$ cat src/rtl/ulfr_pkg.sv
// Shared types and constants for the idle-line UART receive buffer.
package ulfr_pkg;

  localparam int unsigned DATA_W           = 8;
  localparam int unsigned TICKS_W          = 16;
  localparam int unsigned IDX_W            = 6;
  localparam int unsigned FILL_W           = 7;
  localparam int unsigned BUFFER_DEPTH_DEF = 64;

  localparam logic [TICKS_W-1:0] IDLE_TICKS_RST = 16'd256;
  localparam logic [DATA_W-1:0]  TERMINATOR     = 8'h00;

  typedef enum logic [1:0] {
    KIND_BYTE  = 2'd0,
    KIND_TICK  = 2'd1,
    KIND_FLUSH = 2'd2,
    KIND_READ  = 2'd3
  } kind_e;

  // Flags of one result, plus whether the read hits a filled entry.
  typedef struct packed {
    logic              done;
    logic              ovf;
    logic              err;
    logic [FILL_W-1:0] fill;
    logic              hit;
  } status_t;

endpackage

$ cat src/rtl/ulfr_ram.sv
// Generic single-port-write, single-port-read RAM with registered read data.
module ulfr_ram #(
  parameter int unsigned WIDTH = 8,
  parameter int unsigned DEPTH = 64
) (
  input  logic                     clk_i,
  input  logic                     we_i,
  input  logic [$clog2(DEPTH)-1:0] waddr_i,
  input  logic [WIDTH-1:0]         wdata_i,
  input  logic                     re_i,
  input  logic [$clog2(DEPTH)-1:0] raddr_i,
  output logic [WIDTH-1:0]         rdata_o
);

  logic [WIDTH-1:0] mem_q [DEPTH];
  logic [WIDTH-1:0] rdata_q;

  always_ff @(posedge clk_i) begin
    if (we_i) begin
      mem_q[waddr_i] <= wdata_i;
    end
  end

  always_ff @(posedge clk_i) begin
    if (re_i) begin
      rdata_q <= mem_q[raddr_i];
    end
  end

  assign rdata_o = rdata_q;

endmodule

$ cat src/rtl/ulfr_ctrl.sv
// Receive state update: fill position, idle timer, flags and buffer accesses.
module ulfr_ctrl #(
  parameter int unsigned BUFFER_DEPTH = ulfr_pkg::BUFFER_DEPTH_DEF,
  localparam int unsigned AW  = $clog2(BUFFER_DEPTH),
  localparam int unsigned WPW = $clog2(BUFFER_DEPTH + 1)
) (
  input  logic                             clk_i,
  input  logic                             rst_ni,
  input  logic                             in_valid_i,
  output logic                             in_stall_o,
  input  logic [1:0]                       kind_i,
  input  logic [ulfr_pkg::DATA_W-1:0]      rx_byte_i,
  input  logic                             frame_error_i,
  input  logic                             overrun_i,
  input  logic [ulfr_pkg::IDX_W-1:0]       read_index_i,
  input  logic                             idle_ticks_we_i,
  input  logic [ulfr_pkg::TICKS_W-1:0]     idle_ticks_i,
  input  logic                             s1_adv_i,
  output logic                             s1_valid_o,
  output ulfr_pkg::status_t                s1_status_o,
  output logic                             mem_we_o,
  output logic [AW-1:0]                    mem_waddr_o,
  output logic [ulfr_pkg::DATA_W-1:0]      mem_wdata_o,
  output logic                             mem_re_o,
  output logic [AW-1:0]                    mem_raddr_o
);

  localparam int unsigned CMPW = (WPW > ulfr_pkg::IDX_W) ? WPW : ulfr_pkg::IDX_W;
  localparam int unsigned LW   = (WPW > ulfr_pkg::FILL_W) ? WPW : ulfr_pkg::FILL_W;

  ulfr_pkg::kind_e kind;
  logic                         accept;
  logic                         room;
  logic                         bad;
  logic [CMPW-1:0]              ridx_ext;
  logic [LW-1:0]                fill_ext;
  logic [ulfr_pkg::TICKS_W-1:0] cnt_inc;

  logic [ulfr_pkg::TICKS_W-1:0] ticks_q;
  logic [WPW-1:0]               wp_q, wp_d;
  logic [ulfr_pkg::TICKS_W-1:0] cnt_q, cnt_d;
  logic                         run_q, run_d;
  logic                         done_q, done_d;
  logic                         ovf_q, ovf_d;
  logic                         err_q, err_d;
  logic                         s1_valid_q;
  ulfr_pkg::status_t            s1_status_q, s1_status_d;

  assign kind       = ulfr_pkg::kind_e'(kind_i);
  assign in_stall_o = s1_valid_q & ~s1_adv_i;
  assign accept     = in_valid_i & ~in_stall_o;
  assign room       = wp_q < WPW'(BUFFER_DEPTH);
  assign ridx_ext   = CMPW'(read_index_i);
  assign cnt_inc    = cnt_q + ulfr_pkg::TICKS_W'(1);

  always_comb begin
    wp_d        = wp_q;
    cnt_d       = cnt_q;
    run_d       = run_q;
    done_d      = done_q;
    ovf_d       = ovf_q;
    err_d       = err_q;
    bad         = 1'b0;
    mem_we_o    = 1'b0;
    mem_wdata_o = rx_byte_i;
    if (accept) begin
      unique case (kind)
        ulfr_pkg::KIND_BYTE: begin
          bad = ovf_q | frame_error_i | overrun_i;
          // first byte after a flush arms the timer, good or not
          if (wp_q == '0) begin
            run_d = 1'b1;
            cnt_d = '0;
          end
          if (!bad) begin
            if (room) begin
              cnt_d    = '0;
              mem_we_o = 1'b1;
              wp_d     = wp_q + WPW'(1);
            end else begin
              // drop on full buffer
              ovf_d = 1'b1;
              bad   = 1'b1;
            end
          end
          err_d = bad;
        end
        ulfr_pkg::KIND_TICK: begin
          if (run_q) begin
            if (cnt_inc >= ticks_q) begin
              run_d  = 1'b0;
              cnt_d  = '0;
              done_d = 1'b1;
              if (room) begin
                mem_we_o    = 1'b1;
                mem_wdata_o = ulfr_pkg::TERMINATOR;
                wp_d        = wp_q + WPW'(1);
              end
            end else begin
              cnt_d = cnt_inc;
            end
          end
        end
        ulfr_pkg::KIND_FLUSH: begin
          wp_d   = '0;
          cnt_d  = '0;
          run_d  = 1'b0;
          done_d = 1'b0;
          ovf_d  = 1'b0;
          err_d  = 1'b0;
        end
        ulfr_pkg::KIND_READ: begin
        end
        default: begin
        end
      endcase
    end
  end

  assign mem_waddr_o = wp_q[AW-1:0];
  assign mem_re_o    = accept && (kind == ulfr_pkg::KIND_READ);
  assign mem_raddr_o = ridx_ext[AW-1:0];
  assign fill_ext    = LW'(wp_d);

  always_comb begin
    s1_status_d.done = done_d;
    s1_status_d.ovf  = ovf_d;
    s1_status_d.err  = err_d;
    s1_status_d.fill = fill_ext[ulfr_pkg::FILL_W-1:0];
    // entries below the fill position were all written since the last flush
    s1_status_d.hit  = (kind == ulfr_pkg::KIND_READ) && (ridx_ext < CMPW'(wp_q));
  end

  always_ff @(posedge clk_i or negedge rst_ni) begin
    if (!rst_ni) begin
      ticks_q    <= ulfr_pkg::IDLE_TICKS_RST;
      wp_q       <= '0;
      cnt_q      <= '0;
      run_q      <= 1'b0;
      done_q     <= 1'b0;
      ovf_q      <= 1'b0;
      err_q      <= 1'b0;
      s1_valid_q <= 1'b0;
    end else begin
      if (idle_ticks_we_i) begin
        ticks_q <= idle_ticks_i;
      end
      wp_q   <= wp_d;
      cnt_q  <= cnt_d;
      run_q  <= run_d;
      done_q <= done_d;
      ovf_q  <= ovf_d;
      err_q  <= err_d;
      if (accept) begin
        s1_valid_q <= 1'b1;
      end else if (s1_adv_i) begin
        s1_valid_q <= 1'b0;
      end
    end
  end

  always_ff @(posedge clk_i) begin
    if (accept) begin
      s1_status_q <= s1_status_d;
    end
  end

  assign s1_valid_o  = s1_valid_q;
  assign s1_status_o = s1_status_q;

endmodule

$ cat src/rtl/ulfr_out.sv
// Output register: merges status with the buffer read data and holds it under stall.
module ulfr_out (
  input  logic                        clk_i,
  input  logic                        rst_ni,
  input  logic                        s1_valid_i,
  input  ulfr_pkg::status_t           s1_status_i,
  input  logic [ulfr_pkg::DATA_W-1:0] mem_rdata_i,
  output logic                        s1_adv_o,
  output logic                        out_valid_o,
  input  logic                        out_stall_i,
  output logic                        message_done_o,
  output logic                        overflow_o,
  output logic                        error_o,
  output logic [ulfr_pkg::FILL_W-1:0] fill_level_o,
  output logic [ulfr_pkg::DATA_W-1:0] read_data_o
);

  logic                        out_valid_q;
  logic                        done_q, ovf_q, err_q;
  logic [ulfr_pkg::FILL_W-1:0] fill_q;
  logic [ulfr_pkg::DATA_W-1:0] data_q;

  assign s1_adv_o = s1_valid_i & (~out_valid_q | ~out_stall_i);

  always_ff @(posedge clk_i or negedge rst_ni) begin
    if (!rst_ni) begin
      out_valid_q <= 1'b0;
    end else if (s1_adv_o) begin
      out_valid_q <= 1'b1;
    end else if (!out_stall_i) begin
      out_valid_q <= 1'b0;
    end
  end

  always_ff @(posedge clk_i) begin
    if (s1_adv_o) begin
      done_q <= s1_status_i.done;
      ovf_q  <= s1_status_i.ovf;
      err_q  <= s1_status_i.err;
      fill_q <= s1_status_i.fill;
      data_q <= s1_status_i.hit ? mem_rdata_i : ulfr_pkg::TERMINATOR;
    end
  end

  assign out_valid_o    = out_valid_q;
  assign message_done_o = done_q;
  assign overflow_o     = ovf_q;
  assign error_o        = err_q;
  assign fill_level_o   = fill_q;
  assign read_data_o    = data_q;

endmodule

$ cat src/rtl/uart_idle_line_frame_receiver_unit.sv
// Top level of the UART receive buffer with idle-line message detection.
//
//   channel   direction  handshake                  payload
//   input     in         in_valid_i / in_stall_o     kind, rx_byte, frame_error, overrun,
//                                                    read_index
//   output    out        out_valid_o / out_stall_i   message_done, overflow, error,
//                                                    fill_level, read_data
//   config    in         idle_ticks_we_i             idle_ticks_i
//
// One item per cycle while out_stall_i is low; a result passes the registered read
// of the byte store and then the output register.
// Reset clears the fill position, timer, flags and sets idle_ticks to 256; the byte
// store is not cleared, reads are masked by the fill position instead.
// An output stall holds the result; while the stage behind the output register is
// occupied and cannot advance, the input stalls in the same cycle.
module uart_idle_line_frame_receiver_unit #(
  parameter int unsigned BUFFER_DEPTH = ulfr_pkg::BUFFER_DEPTH_DEF
) (
  input  logic                         clk_i,
  input  logic                         rst_ni,
  input  logic                         in_valid_i,
  output logic                         in_stall_o,
  input  logic [1:0]                   kind_i,
  input  logic [ulfr_pkg::DATA_W-1:0]  rx_byte_i,
  input  logic                         frame_error_i,
  input  logic                         overrun_i,
  input  logic [ulfr_pkg::IDX_W-1:0]   read_index_i,
  output logic                         out_valid_o,
  input  logic                         out_stall_i,
  output logic                         message_done_o,
  output logic                         overflow_o,
  output logic                         error_o,
  output logic [ulfr_pkg::FILL_W-1:0]  fill_level_o,
  output logic [ulfr_pkg::DATA_W-1:0]  read_data_o,
  input  logic                         idle_ticks_we_i,
  input  logic [ulfr_pkg::TICKS_W-1:0] idle_ticks_i
);

  localparam int unsigned AW = $clog2(BUFFER_DEPTH);

  logic                        s1_adv;
  logic                        s1_valid;
  ulfr_pkg::status_t           s1_status;
  logic                        mem_we;
  logic [AW-1:0]               mem_waddr;
  logic [ulfr_pkg::DATA_W-1:0] mem_wdata;
  logic                        mem_re;
  logic [AW-1:0]               mem_raddr;
  logic [ulfr_pkg::DATA_W-1:0] mem_rdata;

  ulfr_ctrl #(
    .BUFFER_DEPTH(BUFFER_DEPTH)
  ) u_ctrl (
    .clk_i           (clk_i),
    .rst_ni          (rst_ni),
    .in_valid_i      (in_valid_i),
    .in_stall_o      (in_stall_o),
    .kind_i          (kind_i),
    .rx_byte_i       (rx_byte_i),
    .frame_error_i   (frame_error_i),
    .overrun_i       (overrun_i),
    .read_index_i    (read_index_i),
    .idle_ticks_we_i (idle_ticks_we_i),
    .idle_ticks_i    (idle_ticks_i),
    .s1_adv_i        (s1_adv),
    .s1_valid_o      (s1_valid),
    .s1_status_o     (s1_status),
    .mem_we_o        (mem_we),
    .mem_waddr_o     (mem_waddr),
    .mem_wdata_o     (mem_wdata),
    .mem_re_o        (mem_re),
    .mem_raddr_o     (mem_raddr)
  );

  ulfr_ram #(
    .WIDTH(ulfr_pkg::DATA_W),
    .DEPTH(BUFFER_DEPTH)
  ) u_store (
    .clk_i   (clk_i),
    .we_i    (mem_we),
    .waddr_i (mem_waddr),
    .wdata_i (mem_wdata),
    .re_i    (mem_re),
    .raddr_i (mem_raddr),
    .rdata_o (mem_rdata)
  );

  ulfr_out u_out (
    .clk_i          (clk_i),
    .rst_ni         (rst_ni),
    .s1_valid_i     (s1_valid),
    .s1_status_i    (s1_status),
    .mem_rdata_i    (mem_rdata),
    .s1_adv_o       (s1_adv),
    .out_valid_o    (out_valid_o),
    .out_stall_i    (out_stall_i),
    .message_done_o (message_done_o),
    .overflow_o     (overflow_o),
    .error_o        (error_o),
    .fill_level_o   (fill_level_o),
    .read_data_o    (read_data_o)
  );

endmodule

$ cat config.mk
export PLATFORM = sky130hd
export DESIGN_NAME = uart_idle_line_frame_receiver_unit
export DESIGN_NICKNAME = d
export VERILOG_FILES = /design/src/rtl/ulfr_pkg.sv /design/src/rtl/ulfr_ram.sv /design/src/rtl/ulfr_ctrl.sv /design/src/rtl/ulfr_out.sv /design/src/rtl/uart_idle_line_frame_receiver_unit.sv
export SDC_FILE = /design/constraint.sdc
export NUM_CORES = 1
export LEC_CHECK = 0
export BUFFER_PORTS_ARGS = -buffer_cell sky130_fd_sc_hd__buf_2
export CAP_MARGIN = 0
export CORE_MARGIN = 4
export CORE_UTILIZATION = 45
export CTS_CLUSTER_SIZE = 10
export DETAILED_ROUTE_END_ITERATION = 10
export PLACE_DENSITY = 0.61
export SYNTH_ARGS = -nofsm -noshare
export SYNTH_HDL_FRONTEND = slang
export SYNTH_SLANG_ARGS = --single-unit
export TNS_END_PERCENT = 1
$ cat constraint.sdc
create_clock -name clk_i -period 6.22 [get_ports clk_i]
set_input_delay 1.244 -clock clk_i [delete_from_list [all_inputs] [get_ports clk_i]]
set_output_delay 1.244 -clock clk_i [all_outputs]
set_load 0.02 [all_outputs]
==> results of run 1 <==
-- flip-flops by register name (all words and copies together) (netlist names), 7 cells and up --
register            cells
u_ctrl.ticks_q         16
u_out.fill_level_o      7
u_ctrl.wp_q             7
u_ctrl.cnt_q           16
u_out.read_data_o       8
u_store.rdata_o         8
u_store.mem_q         512
u_ctrl.s1_status_o     11
-- report_power, final --
group	switching, W	total, W	internal, W
Clock	0.00146	0.00351	0.00204
Sequential	0.0000437	0.00447	0.00442
Combinational	0.000370	0.000571	0.000201
-- path summary, 6_finish.rpt --
path,to,startpoint,slack (ps),cells after the start
max in group asynchronous,u_ctrl.s1_valid_o,rst_ni,4730,1
max,u_store.mem_q[22][1],u_ctrl.cnt_q[0],870,13
min in group asynchronous,u_ctrl.ticks_q[12],rst_ni,850,1
min reg2reg,u_out.fill_level_o[2],u_ctrl.s1_status_o[3],420,0
min,u_out.fill_level_o[2],u_ctrl.s1_status_o[3],420,0
max reg2reg,u_store.mem_q[22][1],u_ctrl.cnt_q[0],870,13
-- metrics by stage --
step	power, W	hold WS (ps)	instance area [um2]	worst slack [ps]
finish	0.00854	415	27000	874
detailed placement	0.00512	405	25100	872
global route	0.00886	420	27000	487
CTS	0.00863	417	27000	859
global placement	0.00512	402	25100	1070
floorplan	0.00490	400	24000	1270
-- Yosys cell counts, drive strengths merged (5+ instances only) --
cell type | number | area share
buf | 29 | 0.0068
xnor2 | 9 | 0.0033
a21oi | 19 | 0.0044
nand4 | 6 | 0.0016
a31oi | 13 | 0.0034
nor2b | 9 | 0.0023
clkbuf | 28 | 0.0044
o2111ai | 8 | 0.0052
inv | 28 | 0.0044
ha | 28 | 0.015
mux2i | 8 | 0.0033
a22o | 7 | 0.0026
nand2b | 8 | 0.0021
o22ai | 8 | 0.0021
and3 | 5 | 0.0013
nand2 | 59 | 0.0092
and2 | 10 | 0.0026
xor2 | 6 | 0.0022
edfxtp | 549 | 0.69
o21ai | 37 | 0.0077
nor3 | 10 | 0.0027
dfrtp | 44 | 0.046
nand3 | 20 | 0.0042
mux4 | 152 | 0.14
nor2 | 96 | 0.015
a32o | 7 | 0.0029
-- per-layer routing --
metal  vias up  part of all wire  GRT usage
li1       5228                 -          -
met1      6387              0.44      0.291
met2       499              0.47      0.303
met3        82             0.070     0.0362
met4         2             0.022     0.0558
met5         -           0.00024          0
-- layout make-up --
cell class	count	area (um2)	area share
antenna	1	2.50	0.0000926
clock buffer	83	1820	0.0673
clock inverter	7	60.1	0.00222
inverter	32	120	0.00444
multi-input combinational	567	6100	0.226
sequential	594	17600	0.652
tap	688	861	0.0318
timing repair buffer	75	454	0.0168
-- critical path, stage by stage, from the launching register on --
cell and delay, ps:
sky130_fd_sc_hd__dfrtp_1 440, sky130_fd_sc_hd__ha_1 250, sky130_fd_sc_hd__nand3_1 160, sky130_fd_sc_hd__nor2_1 420, sky130_fd_sc_hd__nand2_1 190, sky130_fd_sc_hd__nor2_1 160, sky130_fd_sc_hd__xor2_1 100, sky130_fd_sc_hd__ha_1 300
sky130_fd_sc_hd__nand4_1 120, sky130_fd_sc_hd__nor4_2 380, sky130_fd_sc_hd__a32oi_2 200, sky130_fd_sc_hd__a21oi_4 780, sky130_fd_sc_hd__o2111ai_2 670, sky130_fd_sc_hd__nor2_1 790
-- cells by family after synthesis --
family / count (synthesis) / synth area share
flip-flops: 594 / 0.733
AND/OR/NAND/NOR: 234 / 0.0451
multiplexers: 162 / 0.147
AO/OA/AOI/OAI: 128 / 0.0394
buffers and inverters: 89 / 0.0162
adder cells (fa/ha/maj): 28 / 0.0146
XOR/XNOR: 15 / 0.00546
==> reports/metrics.sh, run 1 <==
STATUS='complete, no violations'
GRT_START_MAX_NET_PINS=65
ANT_NETS=0
DOMINANTREGCELLSYNTH='sky130_fd_sc_hd__edfxtp_1'
POST_SYNTH.CELL_AREA_AVG_UM2=19.2
IR_WORST_VDD_V=0.000203
CTS.REPAIR_TIMING.SETUP_BUFFER_COUNT=0
WORST_SLEW_MARGIN_REL=0.205
FIN_CRIT_SH=0.859
CTS_ROOT_BUF='sky130_fd_sc_hd__clkbuf_16'
VIASPERCELL=5.96
POWER.LEAKAGE_nW=8.88
SYNTHESIS.NETS=1317
CLK_PATH_BUF_DEPTH=3
FINAL_MAX_SLEW_VIOL_COUNT=0
SYNTH_CELLS=1250
CTS.HTREE.LEVELS=3
POST_SYNTH_NUM_CELL_TYPES=63
CTS_TREE='done'
WORST_HOLD_PATH_TYPE='flop to flop'
PIN_COUNT=59
GRT_SETUP_UNREPAIRED='no'
ANTENNA_FOUND_INITIAL=1
ROUTE.VIAS.TOTAL=12200
PERIOD_NEEDED_PS=5350
GP_CONGESTION=0.838
HOLD_VIOLATIONS=0
POST_SYNTH_INSTANCE_AREA_MM2=0.0240
CRIT_FANOUT=16
GRT_OVERFLOW_TOTAL=0
FINALSETUPVIOLCOUNT=0
POST_DRT_WL_PER_CELL_UM=26.9
CORE_UTIL_FINAL=0.512
SYN_TO_FINAL_GROWTH_PCT=12.4
DR.PASS1.ITERS=5
START_UTIL=0.456
GRT_FIRST_PASS_WIRELENGTH_UM=82900
SYNTH_SEQ_CELLS=594
CTS_REPAIR_RESIZE_COUNT=0
NUMPORTBUFFERS=58
TIMING_WORST_SLEW_PIN_VALUE_PS=1180
MAX_FREQ_MHz=187
POST_ROUTE_CELLS_DRIVE_ABOVE_1_SHARE=0.247
POST-ROUTE-DRC-COUNT=0
VIAS_IN_THE_FIRST_GLOBAL_ROUTE=12200
DP_HPWL_UM=33800
FIN_CELLS=2047
DIE_Y_UM=239
SYNTH-WARNING-COUNT=0
FINAL_NET_COUNT=1407
DIE_WIDTH_UM=239
CP_DATA_ARRIVAL_TIME_PS=5560
FINCLKSKEW_PS=17.1
ROWS=84
LAYOUT_COMMONEST_CELL='sky130_fd_sc_hd__edfxtp_1'
NFILLCELLS=4147
LAYOUT.CELLS.MOST_COMMON_LIST='sky130_fd_sc_hd__edfxtp_1 (549), sky130_fd_sc_hd__mux4_2 (152), sky130_fd_sc_hd__nor2_1 (96)'
POWER_DENSITY_mW_PER_MM2=316
ASYNC_FLOP_SHARE=0.0758
REQUIRED_PS=6440
SYNTH_EDF_COUNT=549
GR-USAGE-ALL-LAYERS=0.196
TRITONCTS.NUM_BUFFERS=70
SUM_OF_ROUTED_WIRE_LENGTH_OVER_ALL_LAYERS_UM=55100
FIN_TNS_SETUP_PS=0
SYNTH_SEQUENTIAL_AREA_RATIO=0.733
STARTPOINT_TYPE='flop'
WORSTSETUPENDPOINTTYPE='flop'
DRT_ITER0_MARKERS=1367
POST_CTS_HOLD_BUFFER_COUNT=0
DIEAREA_MM2=0.0572
COREAREA_MM2=0.0528
DRV_CAP=0
CLOCK_LATENCY_PS=590
CLK_PIN_SLEW_PS=50
PLACE_INST=1956
SETUP.WORST_PATH.CLASS='flop to flop'
SINKS_ON_CLOCK_NET=594
No activity file was read; power rests on OpenSTA's default activity.
==> inputs of run 2 (changes only) <==
--- a/config.mk
+++ b/config.mk
@@ -7,11 +7,13 @@
 export LEC_CHECK = 0
 export BUFFER_PORTS_ARGS = -buffer_cell sky130_fd_sc_hd__buf_2
 export CAP_MARGIN = 0
+export CELL_PAD_IN_SITES_DETAIL_PLACEMENT = 1
+export CELL_PAD_IN_SITES_GLOBAL_PLACEMENT = 2
 export CORE_MARGIN = 4
 export CORE_UTILIZATION = 45
 export CTS_CLUSTER_SIZE = 10
 export DETAILED_ROUTE_END_ITERATION = 10
-export PLACE_DENSITY = 0.61
+export PLACE_DENSITY = 0.74
 export SYNTH_ARGS = -nofsm -noshare
 export SYNTH_HDL_FRONTEND = slang
 export SYNTH_SLANG_ARGS = --single-unit
==> run 2 against run 1 <==
Sequential share of layout area shrank 0.34 points. Critical endpoint is now u_store.mem_q[37][1]. Utilization grew 0.27 points. Largest cell class unchanged. Flip-flop and latch count is the same. Global-route usage grew 1.9 points. Register-to-register slack lost 70 ps. Sequential power is essentially flat. Wire length grew 9.3%. Highest routed layer is now met4. Critical path depth shrank 1. Largest power group unchanged. Critical path type unchanged. Final cell count grew 0.93%.
==> reports/metrics.sh, run 2 (same netlist as run 1, synthesis figures left out) <==
STATUS='complete, no violations'
TOP_REGISTER='u_store.mem_q'
WORST_SLEW_MARGIN_REL=0.269
GRT_SETUP_UNREPAIRED='no'
DIE_WIDTH_UM=239
STARTPOINT_TYPE='flop'
VIAS_IN_THE_FIRST_GLOBAL_ROUTE=13000
CLK_PATH_BUF_DEPTH=3
START_UTIL=0.456
FINAL_NET_COUNT=1410
PATH_CELLS='nand3_1, nor2_1, and3_1, nand3_1, xnor2_1, ha_1, nand4_1, nor4_2, a32oi_2, a21oi_4, o2111ai_2, nor2_1'
CRIT_FANOUT=16
ROUTE.VIAS.TOTAL=12300
GRT_OVERFLOW_TOTAL=0
FIN_CRIT_SH=0.870
TIMING_WORST_SLEW_PIN_VALUE_PS=1090
NFILLCELLS=4775
CTS.REPAIR_TIMING.SETUP_BUFFER_COUNT=0
POWER.LEAKAGE_nW=8.95
MULTI_INPUT_COMB_AREA_MM2=0.00610
CTS_REPAIR_RESIZE_COUNT=0
DR.PASS1.ITERS=5
PLACE_INST=1958
IR_WORST_VDD_V=0.000239
LAYOUT.AREA.SEQ_MM2=0.0176
REQUIRED_PS=6450
FINALSETUPVIOLCOUNT=0
DP_HPWL_UM=36900
CLK_PIN_SLEW_PS=50
POST_CTS_HOLD_BUFFER_COUNT=0
LAYOUT.CELLS.MOST_COMMON_LIST='sky130_fd_sc_hd__edfxtp_1 (549), sky130_fd_sc_hd__mux4_2 (152), sky130_fd_sc_hd__nor2_1 (96)'
WORST_HOLD_PATH_TYPE='flop to flop'
ANTENNA_FOUND_INITIAL=0
NUMBER_OF_FLIP_FLOPS_IN_THE_LARGEST_REGISTER=512
CTS_ROOT_BUF='sky130_fd_sc_hd__clkbuf_16'
PIN_COUNT=59
CTS.HTREE.LEVELS=3
CP_DATA_ARRIVAL_TIME_PS=5640
HOLD_VIOLATIONS=0
POWER.SWITCHING_FRACTION=0.227
FINAL_MAX_SLEW_VIOL_COUNT=0
VIASPERCELL=5.94
POST_ROUTE_CELLS_DRIVE_ABOVE_1_SHARE=0.247
COREAREA_MM2=0.0528
DRT_ITER0_MARKERS=1324
POST-ROUTE-DRC-COUNT=0
LAYOUT_COMMONEST_CELL='sky130_fd_sc_hd__edfxtp_1'
ANT_NETS=0
POWER_DENSITY_mW_PER_MM2=322
POST_DRT_WL_PER_CELL_UM=29.2
SINKS_ON_CLOCK_NET=594
GRT_START_MAX_NET_PINS=79
REG.LARGEST.LIST='u_store.mem_q (512), u_ctrl.cnt_q (16), u_ctrl.ticks_q (16)'
HIGHEST_DELAY_CELL_ALONG_THE_CRITICAL_PATH='sky130_fd_sc_hd__nor2_1'
PWR-SHARE-CLK=0.423
SHARE_COMB_OF_TOTAL_POWER=0.066
NUMPORTBUFFERS=58
WORSTSETUPENDPOINTTYPE='flop'
POWER_SWITCHING_W=0.00198
PERIOD_NEEDED_PS=5410
DIE_Y_UM=239
GRT_FIRST_PASS_WIRELENGTH_UM=89500
SUM_OF_ROUTED_WIRE_LENGTH_OVER_ALL_LAYERS_UM=60300
INTERNAL_POWER_W=0.00677
FIN_TNS_SETUP_PS=0
TIMING.CRITICAL_PATH.SLOWEST_CELL_DELAY_PS=860
ROWS=84
NUM_ANTENNA_CELLS=0
MAX_FREQ_MHz=185
FINCLKSKEW_PS=24.5
GP_CONGESTION=0.803
CTS_TREE='done'
SETUP.WORST_PATH.CLASS='flop to flop'
CLOCK_LATENCY_PS=610
SYN_TO_FINAL_GROWTH_PCT=13.0
GR-USAGE-ALL-LAYERS=0.215
DRV_CAP=0
FIN_CELLS=2066
DIEAREA_MM2=0.0572
SEQ_POWER_SHARE=0.511
TRITONCTS.NUM_BUFFERS=71
-- run 2: cell count changes in the layout (fill, tap and decap cells not counted), sizes merged --
cell / previous run / this run
diode: 1 / 0
inv: 32 / 33
buf: 74 / 76
clkbuf: 84 / 96
clkinv: 7 / 12
-- run 2: cell type report --
cell class | instances | area share
Multi-Input combinational cell | 567 | 0.225
Timing Repair Buffer | 77 | 0.0168
Tap cell | 688 | 0.0317
Inverter | 32 | 0.00442
Clock inverter | 13 | 0.00405
Sequential cell | 594 | 0.648
Clock buffer | 95 | 0.0703
-- run 2: metrics by stage --
step	hold WS, ps	setup slack [ps]	utilization	power, W	cell area (um2)
6_report	417	808	0.515	0.00875	27200
5_1_grt	422	414	0.515	0.00906	27200
4_1_cts	419	853	0.515	0.00883	27200
3_5_place_dp	406	868	0.477	0.00514	25200
3_3_place_gp	402	973	0.477	0.00513	25200
2_1_floorplan	400	1270	-	0.00490	24000
-- run 2: worst max-delay path, delay by kind of cell, from the launching register on --
kind            cells  cell delay (ps)
flops               1              430
fa+ha+maj           1              330
simple gates        7             2390
compound gates      3             1700
xor+xnor            1              170
-- run 2: final timing paths --
path                                            start                    end  slack, ps  cells past startpoint
worst max-delay path                  u_ctrl.cnt_q[2]   u_store.mem_q[37][1]        810                     12
max in group asynchronous                      rst_ni         u_ctrl.wp_q[4]       4730                      1
worst max register to register        u_ctrl.cnt_q[2]   u_store.mem_q[37][1]        810                     12
worst min register to register  u_ctrl.s1_status_o[3]  u_out.fill_level_o[2]        420                      0
min in group asynchronous                      rst_ni     u_ctrl.ticks_q[12]        840                      1
worst min-delay path            u_ctrl.s1_status_o[3]  u_out.fill_level_o[2]        420                      0
-- run 2: routing by layer --
| layer | track usage | wire (um) | vias up |
|---|---|---|---|
| met5 | 0 | 0 | - |
| met4 | 0.0682 | 1490 | 0 |
| met3 | 0.0431 | 3780 | 77 |
| met2 | 0.337 | 28600 | 448 |
| met1 | 0.309 | 26400 | 6505 |
| li1 | - | - | 5247 |
-- run 2: power groups by stage --
stage / Clock [W] / Combinational, W / Sequential, W
global placement: 0 / 0.000577 / 0.00455
finish: 0.00370 / 0.000581 / 0.00447
CTS: 0.00377 / 0.000589 / 0.00447
floorplan: 0 / 0.000363 / 0.00454
detailed placement: 0 / 0.000587 / 0.00455
global route: 0.00395 / 0.000633 / 0.00448
==> inputs of run 3 (changes only) <==
--- a/config.mk
+++ b/config.mk
@@ -9,6 +9,7 @@
 export CAP_MARGIN = 0
 export CELL_PAD_IN_SITES_DETAIL_PLACEMENT = 1
 export CELL_PAD_IN_SITES_GLOBAL_PLACEMENT = 2
+export CORE_ASPECT_RATIO = 2
 export CORE_MARGIN = 4
 export CORE_UTILIZATION = 45
 export CTS_CLUSTER_SIZE = 10
==> constraint.sdc (replaced) <==
create_clock -name clk_i -period 5.9 [get_ports clk_i]
set_input_delay 1.18 -clock clk_i [delete_from_list [all_inputs] [get_ports clk_i]]
set_output_delay 1.18 -clock clk_i [all_outputs]
set_load 0.02 [all_outputs]
==> run 3 against run 2 <==
Clock power up 3%. Sequential power grew 5.4%. Critical path depth rose by 1. Die area rose by 0.39%. Register-to-register slack about the same. Count of clock-buffer cells in the layout grew 1. Final cell count up 2.4%. Maximum frequency increased by 6.5%. Critical endpoint is now u_store.mem_q[0][7]. Highest routed layer unchanged.
==> reports/metrics.sh, run 3 (same netlist as run 1, synthesis figures left out) <==
STATUS='complete, no violations'
SINKS_ON_CLOCK_NET=594
FIN_CRIT_SH=0.861
DIEAREA_MM2=0.0574
VIAS_IN_THE_FIRST_GLOBAL_ROUTE=13900
GR-USAGE-ALL-LAYERS=0.237
CP_DATA_ARRIVAL_TIME_PS=5310
CLOCK_LATENCY_PS=600
REGTOREGSETUPSLACK_PS=820
REG.LARGEST.LIST='u_store.mem_q (512), u_ctrl.cnt_q (16), u_ctrl.ticks_q (16)'
CTS.REPAIR_TIMING.SETUP_BUFFER_COUNT=0
DR.PASS1.ITERS=5
START_UTIL=0.455
GP_CONGESTION=0.821
NUMPORTBUFFERS=58
NUMBER_OF_FLIP_FLOPS_IN_THE_LARGEST_REGISTER=512
ROUTE.VIAS.TOTAL=12700
REG_TO_REG_STARTPOINT='u_ctrl.cnt_q[2]'
SETUP.WORST_PATH.CLASS='flop to flop'
POST_CTS_HOLD_BUFFER_COUNT=0
GRT_OVERFLOW_TOTAL=0
REQUIRED_PS=6130
TRITONCTS.NUM_BUFFERS=69
PIN_COUNT=59
GRT_START_MAX_NET_PINS=93
PERIOD_NEEDED_PS=5080
DIE_WIDTH_UM=171
NFILLCELLS=4737
CLK_PIN_SLEW_PS=60
CTS.HTREE.LEVELS=3
MAX_FREQ_MHz=197
ANTENNA_FOUND_INITIAL=3
FIN_WS_PS=819
FIN_TNS_SETUP_PS=0
TOP_REGISTER='u_store.mem_q'
FINAL_MAX_SLEW_VIOL_COUNT=0
PLACED_AREA_MM2=0.0259
DP_HPWL_UM=46600
TIMING.CRITICAL_PATH.FROM='u_ctrl.cnt_q[2]'
WORST_R2R_PATH_DEPTH=13
POST_DRT_WL_PER_CELL_UM=31.6
ANT_NETS=0
TIMING_WORST_SLEW_PIN_VALUE_PS=1180
LAYOUT_COMMONEST_CELL='sky130_fd_sc_hd__edfxtp_1'
CTS_ROOT_BUF='sky130_fd_sc_hd__clkbuf_16'
HOLD_VIOLATIONS=0
COREAREA_MM2=0.0529
FINAL_CELL_AREA_MM2=0.0278
STARTPOINT_TYPE='flop'
FINCLKSKEW_PS=19.0
ROWS=119
LAYOUT.CELLS.MOST_COMMON_LIST='sky130_fd_sc_hd__edfxtp_1 (549), sky130_fd_sc_hd__mux4_2 (152), sky130_fd_sc_hd__nor2_1 (96)'
WORST_HOLD_PATH_TYPE='flop to flop'
R2R_END='u_store.mem_q[0][7]'
GRT_SETUP_UNREPAIRED='no'
POST-ROUTE-DRC-COUNT=0
POWER_DENSITY_mW_PER_MM2=330
CTS_REPAIR_RESIZE_COUNT=0
CRIT_PATH_END='u_store.mem_q[0][7]'
POST_ROUTE_CELLS_DRIVE_ABOVE_1_SHARE=0.287
CTS_TREE='done'
WORSTSETUPENDPOINTTYPE='flop'
PLACEMENT.SETUP.WORST_SLACK_PS=843
SYN_TO_FINAL_GROWTH_PCT=15.7
WORST_SLEW_MARGIN_REL=0.216
DIE_Y_UM=335
POWER.LEAKAGE_nW=9.37
CLK_PATH_BUF_DEPTH=3
DRT_ITER0_MARKERS=1140
VIASPERCELL=6.02
DRV_CAP=0
GRT_FIRST_PASS_WIRELENGTH_UM=96700
FINAL_NET_COUNT=1487
CRIT_FANOUT=16
IR_WORST_VDD_V=0.000176
FINALSETUPVIOLCOUNT=0
SUM_OF_ROUTED_WIRE_LENGTH_OVER_ALL_LAYERS_UM=66800
[run 3: cell types whose count changed in the layout (fill, tap and decap cells not counted), moves of 2 or more]
cell / change
sky130_fd_sc_hd__buf_12: +13
sky130_fd_sc_hd__buf_4: +66
sky130_fd_sc_hd__clkbuf_1: +2
sky130_fd_sc_hd__clkinv_1: -6
sky130_fd_sc_hd__clkinv_2: -2
sky130_fd_sc_hd__inv_16: -3
[run 3: worst max-delay path, cell delays in order (launching register included)]
cell,delay [ps]
sky130_fd_sc_hd__dfrtp_1,450
sky130_fd_sc_hd__nand3_1,130
sky130_fd_sc_hd__nor2_1,120
sky130_fd_sc_hd__buf_4,150
sky130_fd_sc_hd__and3_1,310
sky130_fd_sc_hd__and3_1,270
sky130_fd_sc_hd__xor2_1,90
sky130_fd_sc_hd__ha_1,310
sky130_fd_sc_hd__nand4_1,150
sky130_fd_sc_hd__nor4_2,390
sky130_fd_sc_hd__a32oi_2,280
sky130_fd_sc_hd__a21oi_4,830
sky130_fd_sc_hd__o2111ai_4,480
sky130_fd_sc_hd__nor2_1,700
[run 3: worst min-delay path by stage]
stage | from | to | slack (ps) | cells after the start
after floorplan | u_ctrl.s1_status_o[8] | u_out.error_o | 400 | 0
after global placement | u_ctrl.s1_status_o[3] | u_out.fill_level_o[2] | 400 | 0
after detailed placement | u_ctrl.s1_status_o[3] | u_out.fill_level_o[2] | 410 | 0
after CTS | u_ctrl.s1_status_o[5] | u_out.fill_level_o[4] | 420 | 0
after global routing | u_ctrl.s1_status_o[3] | u_out.fill_level_o[2] | 420 | 0
final | u_ctrl.s1_status_o[3] | u_out.fill_level_o[2] | 420 | 0
[run 3: final cells by class]
class                   count  area [um2]  share of cell area
well taps                 665         832              0.0299
clock buffers              96        1890              0.0680
repair buffers            156        1210              0.0436
diodes                      1        2.50           0.0000899
flip-flops and latches    594       17600               0.633
multi-input cells         567        6100               0.219
inverters                  32         120             0.00432
clock inverters             5        50.0             0.00180
[run 3: metal layers]
metal,track usage,wire length [um],vias up
li1,-,-,5388
met5,0,0,-
met3,0.0321,2780,135
met4,0.119,3660,0
met2,0.446,38000,453
met1,0.252,22300,6771
[run 3: per-stage QoR]
stage / utilization / power (W) / hold slack [ps] / instances
2_1_floorplan: - / 0.00517 / 400 / 1250
3_3_place_gp: 0.490 / 0.00545 / 401 / 2014
3_5_place_dp: 0.490 / 0.00546 / 407 / 2014
4_1_cts: 0.526 / 0.00928 / 415 / 2115
5_1_grt: 0.526 / 0.00950 / 422 / 2116
6_report: 0.526 / 0.00918 / 416 / 2116
[run 3: where the power goes]
group / leakage (nW) / internal, W / switching, W
combinational: 2.89 / 0.000232 / 0.000428
clock: 0.936 / 0.00221 / 0.00160
sequential: 5.54 / 0.00466 / 0.0000498
